--- src/dct_pkg.sv ---
// shared types and constants for the dual compressor thermostat
// no dependencies; imported by every module of the block except dct_checker
package dct_pkg;

  localparam int unsigned CfgAddrW = 3;
  localparam int unsigned CfgDataW = 8;

  // configuration register indexes
  typedef enum logic [CfgAddrW-1:0] {
    REG_FRIDGE_MAX_RUN   = 3'd0,
    REG_FREEZER_MAX_RUN  = 3'd1,
    REG_FRIDGE_MIN_IDLE  = 3'd2,
    REG_FREEZER_MIN_IDLE = 3'd3,
    REG_FREEZER_MIN_RUN  = 3'd4,
    REG_FRIDGE_ALARM     = 3'd5,
    REG_FREEZER_ALARM    = 3'd6
  } reg_idx_t;

  // register reset values
  localparam logic [7:0]        FRIDGE_MAX_RUN_RST   = 8'd50;
  localparam logic [7:0]        FREEZER_MAX_RUN_RST  = 8'd60;
  localparam logic [7:0]        FRIDGE_MIN_IDLE_RST  = 8'd5;
  localparam logic [7:0]        FREEZER_MIN_IDLE_RST = 8'd5;
  localparam logic [7:0]        FREEZER_MIN_RUN_RST  = 8'd5;
  localparam logic signed [6:0] FRIDGE_ALARM_RST     = 7'sd4;
  localparam logic signed [6:0] FREEZER_ALARM_RST    = -7'sd18;

  // decision constants
  localparam logic signed [6:0] FRIDGE_WARM_MARK   = 7'sd6;
  localparam logic signed [6:0] FREEZER_WARM_MARK  = -7'sd13;
  localparam logic signed [7:0] FRIDGE_DIFF_LIMIT  = 8'sd2;
  localparam logic signed [7:0] FREEZER_DIFF_LIMIT = 8'sd3;
  localparam logic [7:0]        COUNT_MAX          = 8'd255;

  typedef struct packed {
    logic [7:0]        fridge_max_run;
    logic [7:0]        freezer_max_run;
    logic [7:0]        fridge_min_idle;
    logic [7:0]        freezer_min_idle;
    logic [7:0]        freezer_min_run;
    logic signed [6:0] fridge_alarm_temp;
    logic signed [6:0] freezer_alarm_temp;
  } cfg_t;

  // input item, last field in the lowest bits
  typedef struct packed {
    logic              freezer_off;
    logic signed [6:0] freezer_setpoint;
    logic              freezer_reading_ok;
    logic signed [6:0] freezer_reading;
    logic              fridge_off;
    logic signed [6:0] fridge_setpoint;
    logic              fridge_reading_ok;
    logic signed [6:0] fridge_reading;
  } in_item_t;

  // result item, last field in the lowest bits, zero padded to 24 bits
  typedef struct packed {
    logic [2:0] pad;
    logic [7:0] freezer_run_count;
    logic [7:0] fridge_run_count;
    logic       alarm_blink;
    logic       freezer_alarm;
    logic       fridge_alarm;
    logic       freezer_relay;
    logic       fridge_relay;
  } out_item_t;

  // saturating minute increment
  function automatic logic [7:0] sat_inc(input logic [7:0] c);
    sat_inc = (c == COUNT_MAX) ? COUNT_MAX : c + 8'd1;
  endfunction

endpackage

--- src/dct_cfg_regs.sv ---
// configuration register file of the thermostat
// depends on dct_pkg for register indexes, reset values and cfg_t
module dct_cfg_regs (
  input  logic                           clk,
  input  logic                           rst,
  input  logic                           cfg_wr_en,
  input  logic [dct_pkg::CfgAddrW-1:0]   cfg_addr,
  input  logic [dct_pkg::CfgDataW-1:0]   cfg_wr_data,
  output dct_pkg::cfg_t                  cfg
);
  import dct_pkg::*;

  // register writes, unknown indexes dropped
  always_ff @(posedge clk) begin
    if (rst) begin
      cfg.fridge_max_run     <= FRIDGE_MAX_RUN_RST;
      cfg.freezer_max_run    <= FREEZER_MAX_RUN_RST;
      cfg.fridge_min_idle    <= FRIDGE_MIN_IDLE_RST;
      cfg.freezer_min_idle   <= FREEZER_MIN_IDLE_RST;
      cfg.freezer_min_run    <= FREEZER_MIN_RUN_RST;
      cfg.fridge_alarm_temp  <= FRIDGE_ALARM_RST;
      cfg.freezer_alarm_temp <= FREEZER_ALARM_RST;
    end else if (cfg_wr_en) begin
      case (reg_idx_t'(cfg_addr))
        REG_FRIDGE_MAX_RUN:   cfg.fridge_max_run     <= cfg_wr_data;
        REG_FREEZER_MAX_RUN:  cfg.freezer_max_run    <= cfg_wr_data;
        REG_FRIDGE_MIN_IDLE:  cfg.fridge_min_idle    <= cfg_wr_data;
        REG_FREEZER_MIN_IDLE: cfg.freezer_min_idle   <= cfg_wr_data;
        REG_FREEZER_MIN_RUN:  cfg.freezer_min_run    <= cfg_wr_data;
        REG_FRIDGE_ALARM:     cfg.fridge_alarm_temp  <= cfg_wr_data[6:0];
        REG_FREEZER_ALARM:    cfg.freezer_alarm_temp <= cfg_wr_data[6:0];
        default: ;
      endcase
    end
  end

endmodule

--- src/dct_ctrl.sv ---
// compressor state, minute counters and the per-tick run/stop decision
// depends on dct_pkg for item types, cfg_t and decision constants
module dct_ctrl (
  input  logic               clk,
  input  logic               rst,
  input  logic               fire,
  input  dct_pkg::in_item_t  item,
  input  dct_pkg::cfg_t      cfg,
  output dct_pkg::out_item_t result
);
  import dct_pkg::*;

  logic       fridge_on, freezer_on;
  logic [7:0] fridge_run, freezer_run, fridge_idle, freezer_idle;

  logic [7:0]        fridge_run_adv, freezer_run_adv, fridge_idle_adv, freezer_idle_adv;
  logic              fridge_demand, fridge_go, fridge_alarm;
  logic              freezer_demand, freezer_go, freezer_alarm;
  logic signed [7:0] fridge_diff, freezer_diff;
  logic [7:0]        fridge_idle_next, freezer_idle_next;

  // counter advance at the start of the tick
  always_comb begin
    fridge_run_adv   = fridge_on  ? sat_inc(fridge_run)  : 8'd0;
    fridge_idle_adv  = fridge_on  ? fridge_idle          : sat_inc(fridge_idle);
    freezer_run_adv  = freezer_on ? sat_inc(freezer_run) : 8'd0;
    freezer_idle_adv = freezer_on ? freezer_idle         : sat_inc(freezer_idle);
  end

  // fridge decision and alarm
  always_comb begin
    fridge_diff = {item.fridge_setpoint[6], item.fridge_setpoint}
                - {item.fridge_reading[6], item.fridge_reading};
    fridge_demand = item.fridge_reading_ok
                  && ((item.fridge_reading > item.fridge_setpoint)
                      || (item.fridge_reading == FRIDGE_WARM_MARK))
                  && (fridge_run_adv < cfg.fridge_max_run);
    fridge_alarm = !item.fridge_reading_ok
                 || (fridge_demand && ((fridge_diff > FRIDGE_DIFF_LIMIT)
                     || (item.fridge_reading > cfg.fridge_alarm_temp)));
    fridge_go = fridge_demand && !item.fridge_off
              && !(!fridge_on && (fridge_idle_adv < cfg.fridge_min_idle));
    fridge_idle_next = (fridge_on && !fridge_go) ? 8'd0 : fridge_idle_adv;
  end

  // freezer decision and alarm
  always_comb begin
    freezer_diff = {item.freezer_setpoint[6], item.freezer_setpoint}
                 - {item.freezer_reading[6], item.freezer_reading};
    freezer_demand = !item.freezer_off
                   && !(freezer_run_adv > cfg.freezer_max_run)
                   && item.freezer_reading_ok
                   && ((item.freezer_reading > item.freezer_setpoint)
                       || (item.freezer_reading == FREEZER_WARM_MARK));
    // minimum run holds a running freezer, minimum idle blocks a restart
    freezer_go = (freezer_demand
                  || (freezer_on && (freezer_run_adv < cfg.freezer_min_run)))
               && !(!freezer_on && (freezer_idle_adv < cfg.freezer_min_idle));
    freezer_alarm = !item.freezer_reading_ok || (freezer_diff > FREEZER_DIFF_LIMIT)
                  || (item.freezer_reading > cfg.freezer_alarm_temp);
    freezer_idle_next = (freezer_on && !freezer_go) ? 8'd0 : freezer_idle_adv;
  end

  // result of this tick
  always_comb begin
    result.pad               = '0;
    result.fridge_relay      = fridge_go;
    result.freezer_relay     = freezer_go;
    result.fridge_alarm      = fridge_alarm;
    result.freezer_alarm     = freezer_alarm;
    result.alarm_blink       = fridge_alarm || freezer_alarm;
    result.fridge_run_count  = fridge_run_adv;
    result.freezer_run_count = freezer_run_adv;
  end

  // compressor state update, one tick per request
  always_ff @(posedge clk) begin
    if (rst) begin
      fridge_on    <= 1'b0;
      freezer_on   <= 1'b0;
      fridge_run   <= 8'd0;
      freezer_run  <= 8'd0;
      fridge_idle  <= FRIDGE_MIN_IDLE_RST;
      freezer_idle <= FREEZER_MIN_IDLE_RST;
    end else if (fire) begin
      fridge_on    <= fridge_go;
      freezer_on   <= freezer_go;
      fridge_run   <= fridge_run_adv;
      freezer_run  <= freezer_run_adv;
      fridge_idle  <= fridge_idle_next;
      freezer_idle <= freezer_idle_next;
    end
  end

endmodule

--- src/dual_compressor_thermostat_unit.sv ---
// top level of the dual compressor thermostat
// depends on dct_pkg, dct_cfg_regs and dct_ctrl
//
// Usage: every request on the s_ channel is one minute tick carrying both
// compartment temperatures, setpoints, sensor valid flags and off flags.
// Each tick yields exactly one result on the m_ channel: relay drives,
// alarms, the blink alarm and both run-minute counts.
// The configuration port writes one register per cycle when cfg_wr_en is
// high; it is meant to be written while no tick is in flight.
// A request accepted into the input register shows on m_tvalid once the
// result register loads it; a stalled m_ channel holds it back.
// Throughput: one tick per cycle while m_tready does not stall the result;
// the compressor state registers in dct_ctrl update with each tick.
// Stall: while m_tready is low the result holds, the input register keeps
// one more request, and s_tready drops only when both are full.
// Reset: synchronous; both compressors stopped, run counts zero, idle
// counts at the minimum idle reset value so either may start at once,
// registers at their reset values, both channels empty.
module dual_compressor_thermostat_unit (
  input  logic                         clk,
  input  logic                         rst,
  // fridge_reading, fridge_reading_ok, fridge_setpoint, fridge_off,
  // freezer_reading, freezer_reading_ok, freezer_setpoint, freezer_off
  input  logic [31:0]                  s_tdata,
  input  logic                         s_tvalid,
  output logic                         s_tready,
  // fridge_relay, freezer_relay, fridge_alarm, freezer_alarm, alarm_blink,
  // fridge_run_count, freezer_run_count, zero padding
  output logic [23:0]                  m_tdata,
  output logic                         m_tvalid,
  input  logic                         m_tready,
  input  logic                         cfg_wr_en,
  input  logic [dct_pkg::CfgAddrW-1:0] cfg_addr,
  input  logic [dct_pkg::CfgDataW-1:0] cfg_wr_data
);
  import dct_pkg::*;

  cfg_t      cfg;
  in_item_t  in_reg;
  logic      in_valid;
  out_item_t result;
  out_item_t out_reg;
  logic      advance;

  assign advance  = !m_tvalid || m_tready;
  assign s_tready = !in_valid || advance;
  assign m_tdata  = out_reg;

  dct_cfg_regs u_cfg (
    .clk         (clk),
    .rst         (rst),
    .cfg_wr_en   (cfg_wr_en),
    .cfg_addr    (cfg_addr),
    .cfg_wr_data (cfg_wr_data),
    .cfg         (cfg)
  );

  dct_ctrl u_ctrl (
    .clk    (clk),
    .rst    (rst),
    .fire   (in_valid && advance),
    .item   (in_reg),
    .cfg    (cfg),
    .result (result)
  );

  // input register
  always_ff @(posedge clk) begin
    if (rst) begin
      in_valid <= 1'b0;
    end else if (s_tready) begin
      in_valid <= s_tvalid;
    end
  end

  always_ff @(posedge clk) begin
    if (s_tready && s_tvalid) begin
      in_reg <= in_item_t'(s_tdata);
    end
  end

  // result register
  always_ff @(posedge clk) begin
    if (rst) begin
      m_tvalid <= 1'b0;
    end else if (advance) begin
      m_tvalid <= in_valid;
    end
  end

  always_ff @(posedge clk) begin
    if (advance && in_valid) begin
      out_reg <= result;
    end
  end

endmodule

--- config.mk ---
export PLATFORM = sky130hd
export DESIGN_NAME = dual_compressor_thermostat_unit
export DESIGN_NICKNAME = d
export VERILOG_FILES = /design/src/dct_pkg.sv /design/src/dct_cfg_regs.sv /design/src/dct_ctrl.sv /design/src/dual_compressor_thermostat_unit.sv
export SDC_FILE = /design/constraint.sdc
export NUM_CORES = 1
export LEC_CHECK = 0
export ABC_CLOCK_PERIOD_IN_PS = 5600
export BUFFER_PORTS_ARGS = -buffer_cell sky130_fd_sc_hd__clkbuf_2
export CAP_MARGIN = 25
export CORE_MARGIN = 4
export CORE_UTILIZATION = 45
export CTS_CLUSTER_DIAMETER = 30
export DETAILED_ROUTE_END_ITERATION = 7
export GPL_TIMING_DRIVEN = 0
export SLEW_MARGIN = 20
export SYNTH_ARGS = -nofsm -noshare
export SYNTH_HDL_FRONTEND = slang
export SYNTH_SLANG_ARGS = --single-unit
--- constraint.sdc ---
create_clock -name clk -period 5.6 [get_ports clk]
set_clock_uncertainty 0.15 [all_clocks]
set_input_delay 0 -clock clk [delete_from_list [all_inputs] [get_ports clk]]
set_output_delay 0 -clock clk [all_outputs]
set_load 0.01 [all_outputs]
Word-level counts from Yosys, hierarchy flattened
Index checks and enable logic that the tools add are counted.
Widths: inputs -> output; s select.
{"block": "classes", "n_mux": 10, "n_addsub": 6, "n_eq_ne": 12, "order_cmp": 11, "reduce_logical": 47}
{"cell": "$mux 8", "n": 10}
{"cell": "$add 8x1->8 const B", "n": 4}
{"cell": "$eq 8x8->1 const B", "n": 4}
{"cell": "$lt 8x8->1", "n": 4}
{"cell": "$gt 7x7->1", "n": 4}
{"cell": "$gt 8x3->1 const B", "n": 2}
{"cell": "$logic_and 1x1->1", "n": 16}
{"cell": "$sub 7x7->8", "n": 2}
{"cell": "$reduce_and 2->1", "n": 7}
{"cell": "$logic_not 1->1", "n": 13}
{"cell": "$logic_or 1x1->1", "n": 10}
{"cell": "$eq 3x3->1 const B", "n": 3}
{"cell": "$gt 8x8->1", "n": 1}
{"cell": "$eq 7x4->1 const B", "n": 1}
{"cell": "$eq 7x5->1 const B", "n": 1}
{"cell": "$eq 3x2->1 const B", "n": 2}
{"cell": "$eq 3x1->1 const B", "n": 1}
{"cell": "$logic_not 3->1", "n": 1}
{"block": "word_totals", "ff_bits": 143, "in_bits": 48, "output_inout_bits": 26}

Longest topological paths before layout
{"block": "logic_depth", "depth_word": 13, "mapped_depth": 12}

Hierarchy
From an unflattened synthesis, not the netlist that was laid out.
{"block": "hier_totals", "cells_unflattened": 821, "hier_area_um2": 8124.0}
{"module": "dct_ctrl", "cells_per_inst": 556, "area_per_inst_um2": 4205.3, "seq_area_each_um2": 680.7, "instances": 1}
{"module": "dct_cfg_regs", "cells_per_inst": 199, "area_per_inst_um2": 2133.3, "seq_area_each_um2": 1081.0, "instances": 1}
{"module": "dual_compressor_thermostat_unit", "cells_per_inst": 66, "area_per_inst_um2": 1785.5, "seq_area_each_um2": 1721.7, "instances": 1}

Worst setup path after synthesis
No wires, ideal clock.
{"block": "synth_timing", "path_type": "reg-to-reg", "from": "register u_ctrl.fridge_run[0]", "to": "register out_reg (netlist bit m_tdata[4]), data pin", "setup_slack_ns": 2.587, "path_buffers": 0, "t_arrival_ns": 2.705, "synth_period_minus_slack_ns": 3.013, "t_required_ns": 5.292, "setup_ns": 0.158, "stages_incl_launch_ff": 12, "cell_sequence": "dfxtp_1 -> ha_1 -> nand4_1 -> nor2_1 -> inv_1 -> a21oi_1 -> ha_1 -> a211o_1 -> a221o_1 -> or3_4 -> a21o_1 -> o211ai_1"}
{"element": "start, declared", "line_no": "dct_ctrl.sv:14", "text": "logic [7:0] fridge_run, freezer_run, fridge_idle, freezer_idle;"}
{"element": "start signal, assigned", "line_no": "dct_ctrl.sv:88", "text": "fridge_run <= fridge_run_adv;"}
{"element": "end signal, assigned", "line_no": "dual_compressor_thermostat_unit.sv:93", "text": "out_reg <= result;"}
{"element": "end, declared", "line_no": "dual_compressor_thermostat_unit.sv:42", "text": "out_item_t out_reg;"}

==> flow_metrics.py <==
metrics = {
    "sta": {
        "rsz0062_at_grt": "no",
        "finalCritPeriodShare_pct": 64.27,
        "tightestPinTransition_ps": 912.2,
        "slew_headroom_pct": 38.72,
        "drv_slew": 0,
        "final-hold-violation-count": 0,
        "period_minus_slack_ps": 3599,
        "finalSetupTns_ps": 0,
        "setup_viol": 0,
        "timing.final.ws_setup_ps": 2001,
        "max_freq_ghz": 0.2778,
    },
    "power": {
        "combPwrFrac_pct": 12.7,
        "p_per_area_nw_per_um2": 273.2,
        "power_frac_seq_pct": 44.8,
        "cellLeakagePower_nw": 3.819,
        "internal_power_mw": 1.910,
        "p_sw_uw": 640.0,
        "pwr-share-clk_pct": 42.5,
        "peakVddDrop_mv": 0.2125,
        "switching_share_pct": 25.09,
    },
    "cts": {
        "worstSkewPairLatency_ps": 420,
        "clk_pin_slew_worst_paths_ps": 60,
        "cts_made_buffers": 17,
        "cts_sinks": 143,
        "postCtsSetupRepairBufs": 0,
        "clockRootBuffer": "clkbuf_16",
        "cts_tree": "yes",
        "htree_levels": 4,
        "clk_path_buf_depth": 2,
    },
    "setup_path": {
        "critPathArrivalTime_ps": 3800,
        "critPathLaunchType": "flop",
        "crit_path_cell_trace": "buf_2 -> inv_1 -> clkbuf_1 -> nor3_1 -> ha_1 -> and4_1 -> nand2_1 -> a21oi_1 -> a2111oi_2 -> a221o_2 -> a22o_1",
        "critPathMaxFanout": 10,
        "r2r_start": "u_ctrl.freezer_on$_SDFFE_PP0P_",
        "required_ps": 5800,
        "end_kind": "flop",
        "cp_top_family": "compound AO/OA/AOI/OAI gates",
        "path_class": "reg -> reg",
        "reg2reg_to": "u_ctrl.freezer_idle[6]$_SDFFE_PP0P_",
        "worst-path-buf-inv": 3,
        "r2r_setup_slack_ps": 2000,
        "critPathMaxStageDelay_ps": 640,
        "worst_path_max_delay_cell": "nor3_1",
        "r2r_cells": 11,
    },
    "worst_hold_path": {
        "min_path_type": "in -> reg",
        "min_from": "cfg_addr[0]",
        "hold_depth": 5,
        "hold_end": "u_cfg.cfg[41]$_SDFFE_PP1P_",
    },
    "placed_design": {
        "placed_cell_area_um2": 8319,
        "dp_hpwl_mm": 13.53,
        "place_congestion": 0.8531,
        "port-buffer-count": 68,
        "dp.cells": 1137,
        "dp_slack_ps": 2064,
    },
    "route": {
        "antenna_left": 0,
        "firstDrtPassIters": 5,
        "avgViaCountPerCell": 5.237,
        "drt_iter0_drc": 301,
        "wl_per_cell_um": 15.52,
        "num_vias": 6363,
        "remaining_drc_errors": 0,
        "drt_wl_total_mm": 18.86,
    },
    "global_route": {
        "gr-total-overflow": 0,
        "grt_max_degree": 33,
        "grt_usage_pct": 19.94,
        "antenna_found_initial": 0,
        "grt_pass1_vias": 6112,
        "grt_pass1_wl_mm": 31.08,
    },
    "floorplanning": {
        "die_w_um": 138.5,
        "rows": 47,
        "initial_utilization_pct": 46.06,
        "core_area_um2": 16640,
        "die_h_um": 138.5,
        "dieArea_um2": 19190,
        "num_io_pins": 74,
    },
    "synthesis": {
        "synthesis.area_um2": 7666,
        "synth-seq-cells": 143,
        "synth_top_area_share_pct": 23.50,
        "postSynthCellCount": 846,
        "syn_avg_cell_area_um2": 9.062,
        "synth.distinct_cells": 68,
        "ys.warnings.count": 0,
        "synth-async-reset-ratio_pct": 0,
        "synth_flop_cell": "dfxtp_1",
        "synth-edff-count": 53,
        "yosys-top-cells-count": "138 x nand2_1, 90 x dfxtp_1, 87 x a21oi_1, 76 x inv_1, 68 x ha_1",
        "synth_area_leader_cell": "dfxtp_1",
        "post-synth-top-count-cell": "nand2_1",
        "ys_top_cells_by_area": "dfxtp_1 24%, edfxtp_1 21%, ha_1 11%",
        "ys_seq_area_share_pct": 44.26,
    },
    "layout": {
        "largest_reg_flops": 54,
        "design_area_um2": 9334,
        "final_nets": 1100,
        "final_cells": 1215,
        "diodes": 0,
        "final_layout_size_suffix_gt1_share_pct": 11.36,
        "synthToLayoutAreaGrowth_pct": 21.76,
    },
    "flow_run": {
        "drv_cap": 0,
    },
    "run_status": {
        "status": "finished clean",
    },
}
[kinds of logic (layout without fill, tap and decap cells)]
| family | count (synthesis) | after routing | synth area share [%] |
|---|---|---|---|
| other cells | 1 | 3 | 0.04892 |
| buf+inv | 106 | 253 | 5.369 |
| xor+xnor | 13 | 13 | 1.485 |
| mux | 7 | 7 | 0.9792 |
| flops | 143 | 143 | 44.26 |
| fa+ha+maj | 70 | 70 | 11.62 |
| simple gates | 306 | 306 | 18.87 |
| compound gates | 200 | 200 | 17.37 |
[repair_timing]
item / in CTS / in global routing
hold buffers: 46 / 0
gates resized for setup: 0 / 0
hold endpoints to repair: 93 / 0
[metal layers]
layer / global-route usage [%] / wire, µm / vias to the layer above
li1: - / - / 3280
met1: 25.86 / 8720 / 2904
met2: 33.30 / 8864 / 152
met3: 4.662 / 876 / 27
met4: 5.980 / 400 / 0
met5: 0 / 0 / -
[cell usage in the layout, fill, tap and decap left out, drive strengths merged, types with 13 or more instances in the layout]
master         n
ha            68
dlygate4sd3   46
edfxtp        53
clkbuf       107
nand2        138
nor3          13
dfxtp         90
nand3b        13
a21oi         88
inv           77
nand3         16
nor2          57
o21ai         21
[worst max path at each step]
stage	to	from	cells after the start	slack (ps)
floorplan	m_tdata[4]$_DFFE_PP_	u_ctrl.fridge_run[0]$_SDFFE_PP0P_	11	2590
global route	u_ctrl.freezer_idle[4]$_SDFFE_PP0P_	u_ctrl.freezer_on$_SDFFE_PP0P_	11	1800
global placement	u_ctrl.freezer_idle[6]$_SDFFE_PP0P_	u_ctrl.freezer_on$_SDFFE_PP0P_	11	2060
finish	u_ctrl.freezer_idle[6]$_SDFFE_PP0P_	u_ctrl.freezer_on$_SDFFE_PP0P_	11	2000
CTS	u_ctrl.freezer_idle[4]$_SDFFE_PP0P_	u_ctrl.freezer_on$_SDFFE_PP0P_	11	2030
detailed placement	u_ctrl.freezer_idle[4]$_SDFFE_PP0P_	u_ctrl.freezer_on$_SDFFE_PP0P_	11	2060
[cell type report]
type                       instances  area, µm²
buffer                            29      123.9
clock buffer                      19      432.9
clock inverter                    13      121.4
fill                            1523       7308
inverter                          77      289.0
multi-input combinational        599       3870
sequential                       143       3393
tap                              220      275.3
timing repair buffer             115      828.3
[power groups by stage]
stage / logic, mW / clock network (mW) / registers [mW]
after floorplan: 0.202 / 0 / 1.16
after global placement: 0.292 / 0 / 1.16
after detailed placement: 0.297 / 0 / 1.16
after CTS: 0.324 / 1.10 / 1.14
after global routing: 0.365 / 1.15 / 1.15
final: 0.324 / 1.08 / 1.14
[per-stage QoR]
| step | hold WS, ps | utilization [%] | total power [mW] |
|---|---|---|---|
| 2_1_floorplan | -51.13 | - | 1.363 |
| 3_3_place_gp | 26.34 | 49.81 | 1.457 |
| 3_5_place_dp | 28.62 | 49.99 | 1.461 |
| 4_1_cts | 15.40 | 56.09 | 2.565 |
| 5_1_grt | 91.68 | 56.09 | 2.657 |
| 6_report | 24.76 | 56.09 | 2.550 |
[worst min-delay path, cell delays in order]
cell      delay (ps)
clkbuf_1         180
nand2b_1         140
nor2_1            70
nor2_1            80
a211o_1           90
Note: power is estimated with default switching activity, not from simulation.
